<file path="config.mk">
export PLATFORM = sky130hd
export DESIGN_NAME = integer_matrix_multiply_core_flat
export DESIGN_NICKNAME = d
export VERILOG_FILES = /design/src/rtl/core/imm_pkg.sv /design/src/rtl/core/imm_stream_if.sv /design/src/rtl/core/imm_datapath.sv /design/src/rtl/core/imm_controller.sv /design/src/rtl/core/integer_matrix_multiply_core.sv /design/src/flat_wrapper.sv
export VERILOG_INCLUDE_DIRS = /design/src /design/src/rtl/core
export SDC_FILE = /design/constraint.sdc
export NUM_CORES = 1
export LEC_CHECK = 0
export ABC_CLOCK_PERIOD_IN_PS = 1600
export BUFFER_PORTS_ARGS = -buffer_cell sky130_fd_sc_hd__buf_2
export CAP_MARGIN = 5
export CORE_MARGIN = 2
export CORE_UTILIZATION = 40
export DETAILED_ROUTE_END_ITERATION = 8
export PLACE_DENSITY_LB_ADDON = 0.08
export SETUP_SLACK_MARGIN = 0.2
export SYNTH_ARGS = -nofsm -noshare
export SYNTH_HDL_FRONTEND = slang
export SYNTH_SLANG_ARGS = --single-unit
</file>
<file path="constraint.sdc">
create_clock -name clk -period 1.6 [get_ports clk]
set_clock_uncertainty 0.2 [all_clocks]
set_input_delay 0.24 -clock clk [delete_from_list [all_inputs] [get_ports clk]]
set_output_delay 0.24 -clock clk [all_outputs]
set_load 0.005 [all_outputs]
</file>
<file path="src/rtl/core/integer_matrix_multiply_core_macros.svh">
// Assertion helpers used by the matrix multiply controller.
// Both expect clk and arst_n in scope.
`ifndef INTEGER_MATRIX_MULTIPLY_CORE_MACROS_SVH
`define INTEGER_MATRIX_MULTIPLY_CORE_MACROS_SVH

// same-cycle implication
`define IMM_ASSERT_NOW(label, ante, cons, msg) \
	label: assert property (@(posedge clk) disable iff (!arst_n) (ante) |-> (cons)) \
		else $error(msg);

// next-cycle implication
`define IMM_ASSERT_NEXT(label, ante, cons, msg) \
	label: assert property (@(posedge clk) disable iff (!arst_n) (ante) |=> (cons)) \
		else $error(msg);

`endif

</file>
<file path="src/rtl/core/imm_pkg.sv">
`default_nettype none
package imm_pkg;

	localparam logic [1:0] CMD_WRITE_A = 2'd0;
	localparam logic [1:0] CMD_WRITE_B = 2'd1;
	localparam logic [1:0] CMD_RUN     = 2'd2;

	localparam int ELEM_W = 16;
	localparam int PROD_W = 32;
	localparam int SUM_W  = 35;

	typedef struct packed {
		logic [1:0]               cmd;
		logic [1:0]               row;
		logic [1:0]               col;
		logic signed [ELEM_W-1:0] element;
	} imm_in_t;

	typedef struct packed {
		logic signed [SUM_W-1:0] product_value;
		logic [1:0]              out_row;
		logic [1:0]              out_col;
		logic                    last;
	} imm_out_t;

	// controller -> datapath
	typedef struct packed {
		logic mac_issue;   // read one A/B pair and feed the MAC
		logic first;       // first term of a dot product
		logic last;        // final term of a dot product
		logic load_out;    // move finished sum into the output register
		logic last_entry;  // entry being loaded is the final one of the run
	} imm_ctl_t;

	// datapath -> controller
	typedef struct packed {
		logic acc_done;    // accumulator holds a complete dot product
		logic out_free;    // output register can take a new entry this cycle
	} imm_sts_t;

endpackage
`default_nettype wire

</file>
<file path="src/rtl/core/imm_stream_if.sv">
`default_nettype none
interface imm_stream_if #(
	parameter type T = logic
);
	logic valid;
	logic ready;
	T     data;

	modport source (output valid, output data, input ready);
	modport sink   (input valid, input data, output ready);
endinterface
`default_nettype wire

</file>
<file path="src/rtl/core/imm_datapath.sv">
`default_nettype none
module imm_datapath
	import imm_pkg::*;
#(
	parameter int ROWS_LEFT  = 4,
	parameter int INNER_DIM  = 4,
	parameter int COLS_RIGHT = 4,
	parameter int IW = (ROWS_LEFT  > 1) ? $clog2(ROWS_LEFT)  : 1,
	parameter int KW = (INNER_DIM  > 1) ? $clog2(INNER_DIM)  : 1,
	parameter int JW = (COLS_RIGHT > 1) ? $clog2(COLS_RIGHT) : 1
) (
	input  wire logic          clk,
	input  wire logic          arst_n,
	input  wire logic          wr_en,
	input  wire imm_in_t       wr_item,
	input  wire logic [IW-1:0] row_idx,
	input  wire logic [JW-1:0] col_idx,
	input  wire logic [KW-1:0] k_idx,
	input  wire imm_ctl_t      ctl,
	output imm_sts_t           sts,
	input  wire logic          out_ready,
	output logic               out_valid,
	output imm_out_t           out_item
);

	localparam int A_DEPTH = ROWS_LEFT * INNER_DIM;
	localparam int B_DEPTH = INNER_DIM * COLS_RIGHT;
	localparam int AAW = (A_DEPTH > 1) ? $clog2(A_DEPTH) : 1;
	localparam int BAW = (B_DEPTH > 1) ? $clog2(B_DEPTH) : 1;

	logic signed [ELEM_W-1:0] mem_a [A_DEPTH];
	logic signed [ELEM_W-1:0] mem_b [B_DEPTH];

	logic           we_a, we_b;
	logic [AAW-1:0] wa_addr, ra_addr;
	logic [BAW-1:0] wb_addr, rb_addr;

	logic signed [ELEM_W-1:0] a_s1, b_s1;
	logic                     valid_s1, first_s1, last_s1;
	logic signed [PROD_W-1:0] prod_s2;
	logic                     valid_s2, first_s2, last_s2;
	logic signed [SUM_W-1:0]  acc_q;
	logic                     acc_done_q;
	logic                     out_valid_q;
	imm_out_t                 out_q;

	// writes outside the configured shape are dropped
	assign we_a = wr_en && (wr_item.cmd == CMD_WRITE_A)
		&& (32'(wr_item.row) < ROWS_LEFT) && (32'(wr_item.col) < INNER_DIM);
	assign we_b = wr_en && (wr_item.cmd == CMD_WRITE_B)
		&& (32'(wr_item.row) < INNER_DIM) && (32'(wr_item.col) < COLS_RIGHT);

	assign wa_addr = AAW'(int'(wr_item.row) * INNER_DIM + int'(wr_item.col));
	assign wb_addr = BAW'(int'(wr_item.row) * COLS_RIGHT + int'(wr_item.col));
	assign ra_addr = AAW'(int'(row_idx) * INNER_DIM + int'(k_idx));
	assign rb_addr = BAW'(int'(k_idx) * COLS_RIGHT + int'(col_idx));

	always_ff @(posedge clk) begin
		if (we_a) begin
			mem_a[wa_addr] <= wr_item.element;
		end
		if (we_b) begin
			mem_b[wb_addr] <= wr_item.element;
		end
		a_s1 <= mem_a[ra_addr];
		b_s1 <= mem_b[rb_addr];
		first_s1 <= ctl.first;
		last_s1  <= ctl.last;
		prod_s2  <= a_s1 * b_s1;
		first_s2 <= first_s1;
		last_s2  <= last_s1;
	end

	always_ff @(posedge clk or negedge arst_n) begin
		if (!arst_n) begin
			valid_s1 <= 1'b0;
			valid_s2 <= 1'b0;
		end else begin
			valid_s1 <= ctl.mac_issue;
			valid_s2 <= valid_s1;
		end
	end

	always_ff @(posedge clk) begin
		if (valid_s2) begin
			acc_q <= first_s2 ? SUM_W'(prod_s2) : acc_q + SUM_W'(prod_s2);
		end
	end

	always_ff @(posedge clk or negedge arst_n) begin
		if (!arst_n) begin
			acc_done_q <= 1'b0;
		end else if (valid_s2 && last_s2) begin
			acc_done_q <= 1'b1;
		end else if (ctl.load_out) begin
			acc_done_q <= 1'b0;
		end
	end

	// output register
	always_ff @(posedge clk or negedge arst_n) begin
		if (!arst_n) begin
			out_valid_q <= 1'b0;
		end else if (ctl.load_out) begin
			out_valid_q <= 1'b1;
		end else if (out_ready) begin
			out_valid_q <= 1'b0;
		end
	end

	always_ff @(posedge clk) begin
		if (ctl.load_out) begin
			out_q.product_value <= acc_q;
			out_q.out_row       <= 2'(row_idx);
			out_q.out_col       <= 2'(col_idx);
			out_q.last          <= ctl.last_entry;
		end
	end

	assign sts.acc_done = acc_done_q;
	assign sts.out_free = !out_valid_q || out_ready;
	assign out_valid    = out_valid_q;
	assign out_item     = out_q;

endmodule
`default_nettype wire

</file>
<file path="src/rtl/core/imm_controller.sv">
`default_nettype none
`include "integer_matrix_multiply_core_macros.svh"
module imm_controller
	import imm_pkg::*;
#(
	parameter int ROWS_LEFT  = 4,
	parameter int INNER_DIM  = 4,
	parameter int COLS_RIGHT = 4,
	parameter int IW = (ROWS_LEFT  > 1) ? $clog2(ROWS_LEFT)  : 1,
	parameter int KW = (INNER_DIM  > 1) ? $clog2(INNER_DIM)  : 1,
	parameter int JW = (COLS_RIGHT > 1) ? $clog2(COLS_RIGHT) : 1
) (
	input  wire logic     clk,
	input  wire logic     arst_n,
	input  wire logic     start,
	output logic          idle,
	output logic [IW-1:0] row_idx,
	output logic [JW-1:0] col_idx,
	output logic [KW-1:0] k_idx,
	output imm_ctl_t      ctl,
	input  wire imm_sts_t sts
);

	typedef enum logic [2:0] {
		ST_IDLE = 3'b001,
		ST_MAC  = 3'b010,
		ST_WAIT = 3'b100
	} state_t;

	localparam logic [IW-1:0] I_LAST = IW'(ROWS_LEFT - 1);
	localparam logic [KW-1:0] K_LAST = KW'(INNER_DIM - 1);
	localparam logic [JW-1:0] J_LAST = JW'(COLS_RIGHT - 1);

	state_t        state_q;
	logic [IW-1:0] i_q;
	logic [JW-1:0] j_q;
	logic [KW-1:0] k_q;
	logic          k_end, entry_end, load;

	assign k_end     = (k_q == K_LAST);
	assign entry_end = (i_q == I_LAST) && (j_q == J_LAST);
	assign load      = (state_q == ST_WAIT) && sts.acc_done && sts.out_free;

	always_ff @(posedge clk or negedge arst_n) begin
		if (!arst_n) begin
			state_q <= ST_IDLE;
			i_q     <= '0;
			j_q     <= '0;
			k_q     <= '0;
		end else begin
			case (state_q)
				ST_IDLE: begin
					if (start) begin
						i_q     <= '0;
						j_q     <= '0;
						k_q     <= '0;
						state_q <= ST_MAC;
					end
				end
				ST_MAC: begin
					if (k_end) begin
						k_q     <= '0;
						state_q <= ST_WAIT;
					end else begin
						k_q <= k_q + KW'(1);
					end
				end
				ST_WAIT: begin
					if (load) begin
						if (entry_end) begin
							state_q <= ST_IDLE;
						end else begin
							state_q <= ST_MAC;
							if (j_q == J_LAST) begin
								j_q <= '0;
								i_q <= i_q + IW'(1);
							end else begin
								j_q <= j_q + JW'(1);
							end
						end
					end
				end
				default: begin
					state_q <= ST_IDLE;
				end
			endcase
		end
	end

	always_comb begin
		ctl.mac_issue  = (state_q == ST_MAC);
		ctl.first      = (state_q == ST_MAC) && (k_q == '0);
		ctl.last       = (state_q == ST_MAC) && k_end;
		ctl.load_out   = load;
		ctl.last_entry = entry_end;
	end

	assign idle    = (state_q == ST_IDLE);
	assign row_idx = i_q;
	assign col_idx = j_q;
	assign k_idx   = k_q;

	`IMM_ASSERT_NEXT(a_start_runs, idle && start, state_q == ST_MAC, "run did not start")
	`IMM_ASSERT_NOW(a_load_ready, ctl.load_out, sts.acc_done && sts.out_free, "load while busy")
	`IMM_ASSERT_NEXT(a_final_idle, ctl.load_out && ctl.last_entry, state_q == ST_IDLE, "no idle after run")

endmodule
`default_nettype wire

</file>
<file path="src/rtl/core/integer_matrix_multiply_core.sv">
// Timing: a load item is written into its store when accepted. A run item walks
// every entry in turn: INNER_DIM multiply-accumulates, one MAC per cycle, then the
// read, multiply and accumulate stages drain and the sum moves to the output
// register once that register is free. No new item is taken until the run ends.
// Reset: arst_n clears control state only; matrix stores hold garbage until written.
`default_nettype none
module integer_matrix_multiply_core
	import imm_pkg::*;
#(
	parameter int ROWS_LEFT  = 4,
	parameter int INNER_DIM  = 4,
	parameter int COLS_RIGHT = 4
) (
	input wire logic     clk,
	input wire logic     arst_n,
	imm_stream_if.sink   items,
	imm_stream_if.source products
);

	localparam int IW = (ROWS_LEFT  > 1) ? $clog2(ROWS_LEFT)  : 1;
	localparam int KW = (INNER_DIM  > 1) ? $clog2(INNER_DIM)  : 1;
	localparam int JW = (COLS_RIGHT > 1) ? $clog2(COLS_RIGHT) : 1;

	imm_in_t       in_item;
	imm_out_t      out_item;
	logic          in_accept;
	logic          start;
	logic          idle;
	logic [IW-1:0] row_idx;
	logic [JW-1:0] col_idx;
	logic [KW-1:0] k_idx;
	imm_ctl_t      ctl;
	imm_sts_t      sts;

	// Items are taken only while the sequencer is idle. Writes land in the
	// stores right away; a run item kicks off the walk over all entries.
	// A finished entry waiting in the output register does not block intake.
	assign in_item     = items.data;
	assign items.ready = idle;
	assign in_accept   = items.valid && idle;
	assign start       = in_accept && (in_item.cmd == CMD_RUN);

	// Sequencer: walks i, j and k, one multiply-accumulate per cycle while in ST_MAC; it waits in ST_WAIT for each load.
	imm_controller #(
		.ROWS_LEFT (ROWS_LEFT),
		.INNER_DIM (INNER_DIM),
		.COLS_RIGHT(COLS_RIGHT),
		.IW        (IW),
		.KW        (KW),
		.JW        (JW)
	) u_ctrl (
		.clk    (clk),
		.arst_n (arst_n),
		.start  (start),
		.idle   (idle),
		.row_idx(row_idx),
		.col_idx(col_idx),
		.k_idx  (k_idx),
		.ctl    (ctl),
		.sts    (sts)
	);

	// Datapath: A/B stores, registered reads, multiplier, accumulator, output reg.
	imm_datapath #(
		.ROWS_LEFT (ROWS_LEFT),
		.INNER_DIM (INNER_DIM),
		.COLS_RIGHT(COLS_RIGHT),
		.IW        (IW),
		.KW        (KW),
		.JW        (JW)
	) u_dp (
		.clk      (clk),
		.arst_n   (arst_n),
		.wr_en    (in_accept),
		.wr_item  (in_item),
		.row_idx  (row_idx),
		.col_idx  (col_idx),
		.k_idx    (k_idx),
		.ctl      (ctl),
		.sts      (sts),
		.out_ready(products.ready),
		.out_valid(products.valid),
		.out_item (out_item)
	);

	assign products.data = out_item;

endmodule
`default_nettype wire
</file>
<file path="src/flat_wrapper.sv">
// flat-port wrapper written by rule: the top's interface ports become plain ports
module integer_matrix_multiply_core_flat import imm_pkg::*;
#(
	parameter int ROWS_LEFT  = 4,
	parameter int INNER_DIM  = 4,
	parameter int COLS_RIGHT = 4
)
  (clk, arst_n, items_valid, items_data, items_ready, products_valid, products_data, products_ready);
  imm_stream_if items_i ();
  imm_stream_if products_i ();
  input wire logic clk;
  input wire logic arst_n;
  input wire logic [$bits(items_i.valid)-1:0] items_valid;
  input wire logic [$bits(items_i.data)-1:0] items_data;
  output wire logic [$bits(items_i.ready)-1:0] items_ready;
  output wire logic [$bits(products_i.valid)-1:0] products_valid;
  output wire logic [$bits(products_i.data)-1:0] products_data;
  input wire logic [$bits(products_i.ready)-1:0] products_ready;
  assign items_i.valid = items_valid;
  assign items_i.data = items_data;
  assign items_ready = items_i.ready;
  assign products_valid = products_i.valid;
  assign products_data = products_i.data;
  assign products_i.ready = products_ready;
  integer_matrix_multiply_core #(.ROWS_LEFT(ROWS_LEFT), .INNER_DIM(INNER_DIM), .COLS_RIGHT(COLS_RIGHT)) u_core (.clk(clk), .arst_n(arst_n), .items(items_i), .products(products_i));
endmodule
</file>
# [Word-level counts from Yosys, hierarchy flattened]
# Index checks and enable logic that the tools add are counted.
[totals] in_bits=5 wordCells=46 register_bits=16
[classes] addsub=3 n_reduce_logical=12 muxes=10 n_bitwise=2 n_eq_ne=8
[op_table] op="case mux 3 bit (3 select lines)" n=1
[op_table] op="adder 2 x 1 -> 2 bit, second input constant" n=3
[op_table] op="== test 2 bit, second input constant" n=3
[op_table] op="two-way mux 2 bit" n=3
[op_table] op="two-way mux 3 bit" n=2
[op_table] op="AND reduction 3 bit" n=2
[op_table] op="logical AND 1 bit" n=5
[op_table] op="two-way mux 1 bit" n=4
[op_table] op="!= test 2 bit, second input constant" n=2
[op_table] op="AND reduction 4 bit" n=1
[op_table] op="nonzero test 2 bit" n=2
[op_table] op="== test 3 x 1 -> 1 bit, second input constant" n=1
[op_table] op="== test 3 x 2 -> 1 bit, second input constant" n=1
[op_table] op="== test 3 bit, second input constant" n=1
[op_table] op="inverter 1 bit" n=2
[op_table] op="zero test 1 bit" n=1
[op_table] op="logical OR 1 bit" n=1

# [Depth between registers and ports, before layout]
# Gate-level depths: netlist of the first run.
[logic_depth] ltp_word=5 ltp_mapped=5 mapped_depth_nobuf=5

# [Cells and area by module]
# A second synthesis of the first run with hierarchy kept.
[hier_totals] hier_cells=2394 area_unflattened_um2=35686.7
[modules_own_cells] module="imm_datapath" area_per_inst_um2=35146.2 instances=1 seq_area_each_um2=19088.3 cells_per_inst=2343
[modules_own_cells] module="imm_controller" area_per_inst_um2=530.5 instances=1 seq_area_each_um2=226.5 cells_per_inst=49
[modules_own_cells] module="integer_matrix_multiply_core" area_per_inst_um2=10.0 instances=1 seq_area_each_um2=0.0 cells_per_inst=2

# [Worst setup path after synthesis of the first run]
# OpenSTA, ideal clock, no wires.
[synth_timing] path_kind="register to register" start="reg u_core.u_ctrl.state_q[0]" end="reg u_core.u_ctrl.i_q[1], in the netlist u_core.u_ctrl.row_idx[1]" setup_time_ns=0.125 path_stages_with_launch=4 required_time_ns=1.275 slack_ns=0.057 arrival_ns=1.218 n_path_buf=0 period_less_slack_ns=1.543 cell_sequence="dfstp_2 -> and4bb_2 -> nand4b_2 -> mux2_4"
[synth_between] elab_chain_len=4
[synth_rtl] item="start, declared" line_no="imm_controller.sv:34" source="state_t state_q;"
[synth_rtl] item="start signal, assigned" line_no="imm_controller.sv:46" source="state_q <= ST_IDLE;"
[synth_rtl] item="start signal, assigned" line_no="imm_controller.sv:57" source="state_q <= ST_MAC;"
[synth_rtl] item="start signal, assigned" line_no="imm_controller.sv:63" source="state_q <= ST_WAIT;"
[synth_rtl] item="== test 3 bit *" line_no="imm_controller.sv:42, imm_controller.sv:51"
[synth_rtl] item="logical AND 1 bit (2 in a row)" line_no="imm_controller.sv:42" source="assign load = (state_q == ST_WAIT) && sts.acc_done && sts.out_free;"
[synth_rtl] item="AND reduction 4 bit (no source line) *"
[synth_rtl] item="end signal, assigned" line_no="imm_controller.sv:76" source="i_q <= i_q + IW'(1);"
[synth_rtl] item="end, declared" line_no="imm_controller.sv:35" source="logic [IW-1:0] i_q;"
# Every way passes the cells marked *; elsewhere a longest branch is shown, timed or not.
# A chain may end at the register's enable or synchronous reset.

==> results.json, run 1 <==
{
  "violations": "setup timing",
  "synth.net_count": 58,
  "drc": 0,
  "initial_core_util": 0.433,
  "slowest_delay_ns": 0.38,
  "drive_above_1_share": 0.463,
  "powerDensity_nw_per_um2": 783,
  "antenna_found_initial": 0,
  "hold_violations": 0,
  "grt_max_degree": 14,
  "vias": 421,
  "syn_inst": 50,
  "core_um2": 1520,
  "fillerInstances": 135,
  "max_freq_ghz": 0.608,
  "antenna_cells": 0,
  "critPathKind": "register to register",
  "finalNetCount": 76,
  "num_rows": 14,
  "gr-usage-met1": 0.154,
  "grt_pass1_vias": 439,
  "grt_pass1_wl_um": 1880,
  "p_leak_nw": 0.431,
  "cp-end-kind": "register",
  "path_cells": "buf_6 -> buf_4 -> buf_4 -> nor3b_2 -> mux2_2",
  "die_x_um": 44.6,
  "synth_cell_type_count": 27,
  "finalPower_mw": 0.670,
  "cp_max_fo": 3,
  "worstPathRequired_ns": 1.57,
  "clkTransAtPathRegs_ns": 0.08,
  "worstPathArrival_ns": 1.61,
  "die_y_um": 44.6,
  "clock_sinks": 16,
  "layout_commonest_cell": "dfrtp_1",
  "syn_area_um2": 659,
  "clk_path_buf_depth": 2,
  "via_per_inst": 5.07,
  "syn_to_final_growth_pct": 29.8,
  "drv_cap": 0,
  "numCtsBuffers": 3,
  "finalSetupViolCount": 2,
  "grt_overflow_total": 0,
  "setup_slack_ns": -0.0437,
  "ys.warnings.count": 0,
  "cp-start-kind": "register",
  "io_buffer_count": 5,
  "busiest_layer": "met2",
  "synth_area_per_cell_um2": 13.2,
  "first_pass_iters": 2,
  "ir_drop_uv": 464,
  "cts.root.buffer_cell": "clkbuf_4",
  "htree_levels": 1,
  "die_area_um2": 1990,
  "synth_seq_cells": 16,
  "clkLatencyLatePin_ns": 0.28,
  "wl_um": 1090,
  "regArea_um2": 398,
  "grtUsageTotal": 0.136,
  "finalCriticalPeriod_ns": 1.64,
  "worst_pin_slew_ns": 0.340,
  "final_cell_mix": "11 x dfrtp_1, 6 x buf_4, 5 x buf_2, 4 x nand2_1",
  "drv_slew": 0,
  "post-route-period-util": 1.03,
  "post-dp-hpwl_um": 758,
  "ioPinCount": 8,
  "grt_util_met3": 0.0367,
  "first_iter_violations": 4,
  "crit_top_cell": "buf_4",
  "place.gp.congestion": 0.831,
  "slew_headroom": 0.773,
  "hp-class": "register to register",
  "grt_util_met2": 0.220,
  "ys_seq_area_frac": 0.602,
  "slowest_stage": "dfstp_2",
  "routedWlPerCell_um": 13.1,
  "rsz0062_at_grt": "true",
  "antenna_left": 0,
  "cts_tree": "built",
  "multiInputGateArea_um2": 299,
  "tns_ns": -0.0617,
  "run_status": "finished with violations",
  "dp_slack_ns": 0.0871
}
stage by stage:
stage,cells,util,cell area [um^2],hold slack [ns]
finish,83,0.562,856,0.140
global route,83,0.562,856,0.161
floorplan,50,-,672,-0.256
global placement,74,0.485,739,-0.0659
detailed placement,74,0.485,739,-0.0587
CTS,80,0.531,810,0.141
registers in the layout, indices dropped and copies added (netlist names):
signal / flops
u_core.u_ctrl.k_idx: 2
u_core.u_dp.out_valid: 1
u_core.u_ctrl.col_idx: 2
u_core.u_dp.last_s2: 1
u_core.u_ctrl.state_q: 3
u_core.u_dp.valid_s2: 1
u_core.u_dp.acc_done_q: 1
u_core.u_dp.last_s1: 1
u_core.u_dp.out_item: 1
u_core.u_ctrl.row_idx: 2
u_core.u_dp.valid_s1: 1
layer usage:
| metal | vias up | wire length [um] |
|---|---|---|
| met5 | - | 0 |
| met4 | 0 | 14 |
| met3 | 2 | 40 |
| met2 | 6 | 559 |
| met1 | 204 | 474 |
| li1 | 209 | - |
logic make-up after synthesis:
kind of cell,synth area share
multiplexers,0.0721
AO/OA/AOI/OAI,0.0607
adder cells (fa/ha/maj),0.0569
AND/OR/NAND/NOR,0.178
XOR/XNOR,0.0133
buffers and inverters,0.0171
flip-flops,0.602
critical path: cells and delay by family, from the launching register on:
| family | cells | cell delay [ns] |
|---|---|---|
| buf+inv | 3 | 0.35 |
| mux | 1 | 0.36 |
| simple gates | 1 | 0.24 |
| flops | 1 | 0.38 |
synth_stat cells:
| cell | count | area, um^2 |
|---|---|---|
| a21o_1 | 1 | 7.51 |
| a21oi_1 | 1 | 5.00 |
| a22o_1 | 1 | 8.76 |
| a31oi_1 | 1 | 6.26 |
| and2_1 | 2 | 12.5 |
| and4bb_2 | 1 | 12.5 |
| dfrtp_1 | 12 | 300 |
| dfstp_2 | 1 | 26.3 |
| dfxtp_1 | 2 | 40.0 |
| edfxtp_1 | 1 | 30.0 |
| ha_1 | 3 | 37.5 |
| inv_1 | 3 | 11.3 |
| mux2_1 | 1 | 11.3 |
| mux2_2 | 1 | 11.3 |
| mux2_4 | 1 | 15.0 |
| mux2i_1 | 1 | 10.0 |
| nand2_1 | 5 | 18.8 |
| nand2b_1 | 3 | 18.8 |
| nand3_2 | 1 | 10.0 |
| nand4b_2 | 1 | 15.0 |
| nor2_1 | 1 | 3.75 |
| nor2b_1 | 1 | 6.26 |
| nor3b_1 | 1 | 7.51 |
| nor3b_2 | 1 | 12.5 |
| o21ai_0 | 1 | 5.00 |
| o21bai_1 | 1 | 7.51 |
| xnor2_1 | 1 | 8.76 |
final timing paths:
kind	from	slack, ns	cells past startpoint	end
min	u_core.u_dp.last_s1$_DFF_P_	0.14	0	u_core.u_dp.last_s2$_DFF_P_
max	u_core.u_ctrl.state_q[0]$_DFFE_PN1P_	-0.04	5	u_core.u_ctrl.k_idx[1]$_DFFE_PN0P_
max reg2reg	u_core.u_ctrl.state_q[0]$_DFFE_PN1P_	-0.04	5	u_core.u_ctrl.k_idx[1]$_DFFE_PN0P_
min in group asynchronous	arst_n	0.17	2	u_core.u_dp.acc_done_q$_DFFE_PN0P_
min reg2reg	u_core.u_dp.last_s1$_DFF_P_	0.14	0	u_core.u_dp.last_s2$_DFF_P_
max in group asynchronous	arst_n	0.75	2	u_core.u_ctrl.state_q[0]$_DFFE_PN1P_
area by class of cell:
class,count,share of cell area
clock buffers,4,0.0424
inverters,3,0.0132
repair buffers,13,0.107
flip-flops and latches,16,0.465
multi-input cells,31,0.349
well taps,16,0.0234
report_power, final:
part	total (mW)	switching, mW	internal [mW]
registers	0.406	0.0000000000000000558	0.406
clock network	0.254	0.115	0.138
logic	0.0103	0.00668	0.00366
repair_timing:
item / 4_1_cts / 5_1_grt
pin swaps: 2 / 4
setup buffers: 1 / 3
endpoints found under the hold margin: 13 / 0
setup endpoints to repair: 7 / 11
gates resized for setup: 6 / 5
cloned: 0 / 0
hold buffers: 1 / 0
Power figures use the tool's default switching activity.
==> run 2: changes to the inputs <==
==> constraint.sdc (replaced) <==
create_clock -name clk -period 1.6 [get_ports clk]
set_clock_uncertainty 0.2 [all_clocks]
set_input_delay 0.48 -clock clk [delete_from_list [all_inputs] [get_ports clk]]
set_output_delay 0.48 -clock clk [all_outputs]
set_load 0.005 [all_outputs]
==> results.json, run 2 (same netlist as run 1, synthesis figures left out) <==
{
  "slowest_stage": "dfstp_2",
  "ir_drop_uv": 327,
  "numCtsBuffers": 3,
  "regArea_um2": 398,
  "cts_tree": "built",
  "die_x_um": 44.6,
  "finalCriticalPeriod_ns": 1.74,
  "regMostFlops": "u_core.u_ctrl.state_q",
  "finish.utilization": 0.534,
  "grtUsageTotal": 0.137,
  "rsz0062_at_grt": "true",
  "violations": "setup timing",
  "routedWlPerCell_um": 13.1,
  "slowest_delay_ns": 0.53,
  "worst_pin_slew_ns": 0.287,
  "worstPathArrival_ns": 1.06,
  "syn_to_final_growth_pct": 23.3,
  "path_delay_family": "flip-flops",
  "slew_headroom": 0.808,
  "powerDensity_nw_per_um2": 768,
  "worstPathRequired_ns": 0.92,
  "grt_pass1_vias": 460,
  "clk_path_buf_depth": 2,
  "ioPinCount": 8,
  "grt_overflow_total": 0,
  "die_y_um": 44.6,
  "cp-start-kind": "register",
  "antenna_left": 0,
  "clock_sinks": 16,
  "cp_max_fo": 2,
  "antenna_cells": 0,
  "clkLatencyLatePin_ns": 0.28,
  "layout_commonest_cell": "dfrtp_1",
  "path_cells": "nor3b_2 -> buf_2",
  "initial_core_util": 0.433,
  "cts.root.buffer_cell": "clkbuf_4",
  "hp-class": "register to register",
  "p_leak_nw": 0.408,
  "first_pass_iters": 4,
  "drv_slew": 0,
  "io_buffer_count": 5,
  "setup_slack_ns": -0.142,
  "largest_reg_flops": 3,
  "run_status": "finished with violations",
  "max_freq_ghz": 0.574,
  "drv_cap": 0,
  "place.gp.congestion": 0.748,
  "grt_max_degree": 14,
  "drc": 0,
  "clkTransAtPathRegs_ns": 0.08,
  "die_area_um2": 1990,
  "grt_pass1_wl_um": 1900,
  "tns_ns": -0.203,
  "fillerInstances": 129,
  "wl_um": 1080,
  "via_per_inst": 5.17,
  "num_rows": 14,
  "antenna_found_initial": 0,
  "finalNetCount": 75,
  "drive_above_1_share": 0.394,
  "critPathKind": "register to primary output",
  "multiInputGateArea_um2": 274,
  "finalSetupViolCount": 3,
  "first_iter_violations": 7,
  "core_um2": 1520,
  "vias": 424,
  "htree_levels": 1,
  "hold_violations": 0,
  "final_cell_mix": "11 x dfrtp_1, 5 x nand2_1, 5 x buf_2, 5 x buf_4",
  "critPathBufInv": 1,
  "post-dp-hpwl_um": 823,
  "cp-end-kind": "primary output",
  "post-route-period-util": 1.09
}
## run 2: power breakdown
group          leakage (nW)  total, mW         switching (mW)  internal (mW)
Combinational         0.194     0.0103                0.00662        0.00367
Sequential            0.199      0.406  0.0000000000000000469          0.406
Clock                0.0150      0.208                  0.112         0.0964
Total                 0.408      0.625                  0.118          0.506
## run 2: worst paths after layout
check | startpoint | end | slack (ns) | depth (start not counted)
max | u_core.u_ctrl.state_q[0]$_DFFE_PN1P_ | items_ready | -0.14 | 2
min | u_core.u_dp.last_s1$_DFF_P_ | u_core.u_dp.last_s2$_DFF_P_ | 0.13 | 0
max reg2reg | u_core.u_ctrl.state_q[0]$_DFFE_PN1P_ | u_core.u_ctrl.col_idx[1]$_DFFE_PN0P_ | -0.04 | 4
min reg2reg | u_core.u_dp.last_s1$_DFF_P_ | u_core.u_dp.last_s2$_DFF_P_ | 0.13 | 0
max in group asynchronous | arst_n | u_core.u_ctrl.state_q[0]$_DFFE_PN1P_ | 0.50 | 2
min in group asynchronous | arst_n | u_core.u_dp.acc_done_q$_DFFE_PN0P_ | 0.40 | 2
## run 2: stage by stage
step	total power [mW]	std cells	cell area, um^2	hold slack (ns)	setup slack (ns)
floorplan	0.415	50	677	-0.0156	0.0878
global placement	0.423	76	759	0.112	0.0453
detailed placement	0.424	76	759	0.115	0.0122
CTS	0.637	82	810	0.134	-0.168
global route	0.663	82	813	0.150	-0.222
finish	0.625	82	813	0.131	-0.142
## run 2: routing by layer
layer / vias up / track usage / routed length, um
met3: 2 / 0.0490 / 40
met1: 208 / 0.159 / 489
met4: 0 / 0.0727 / 3
met5: - / 0 / 0
met2: 10 / 0.220 / 542
li1: 204 / - / -
## run 2: what timing repair did
item / CTS / global route
buffers inserted: 1 / 0
hold buffers: 1 / 0
setup endpoints to repair: 10 / 13
endpoints found under the hold margin: 12 / 0
gates resized for setup: 2 / 3
## run 2: worst reg2reg max path: cells and delay by family (launching register included)
family / cells / cell delay [ns]
DFF: 1 / 0.53
buffers and inverters: 1 / 0.12
muxes: 1 / 0.30
and+or+nand+nor: 2 / 0.39
## run 2: cell type report
type / instances / area share
Timing Repair Buffer: 12 / 0.103
Sequential cell: 16 / 0.489
Multi-Input combinational cell: 31 / 0.337
Clock buffer: 4 / 0.0323
Inverter: 3 / 0.0138
Tap cell: 16 / 0.0246
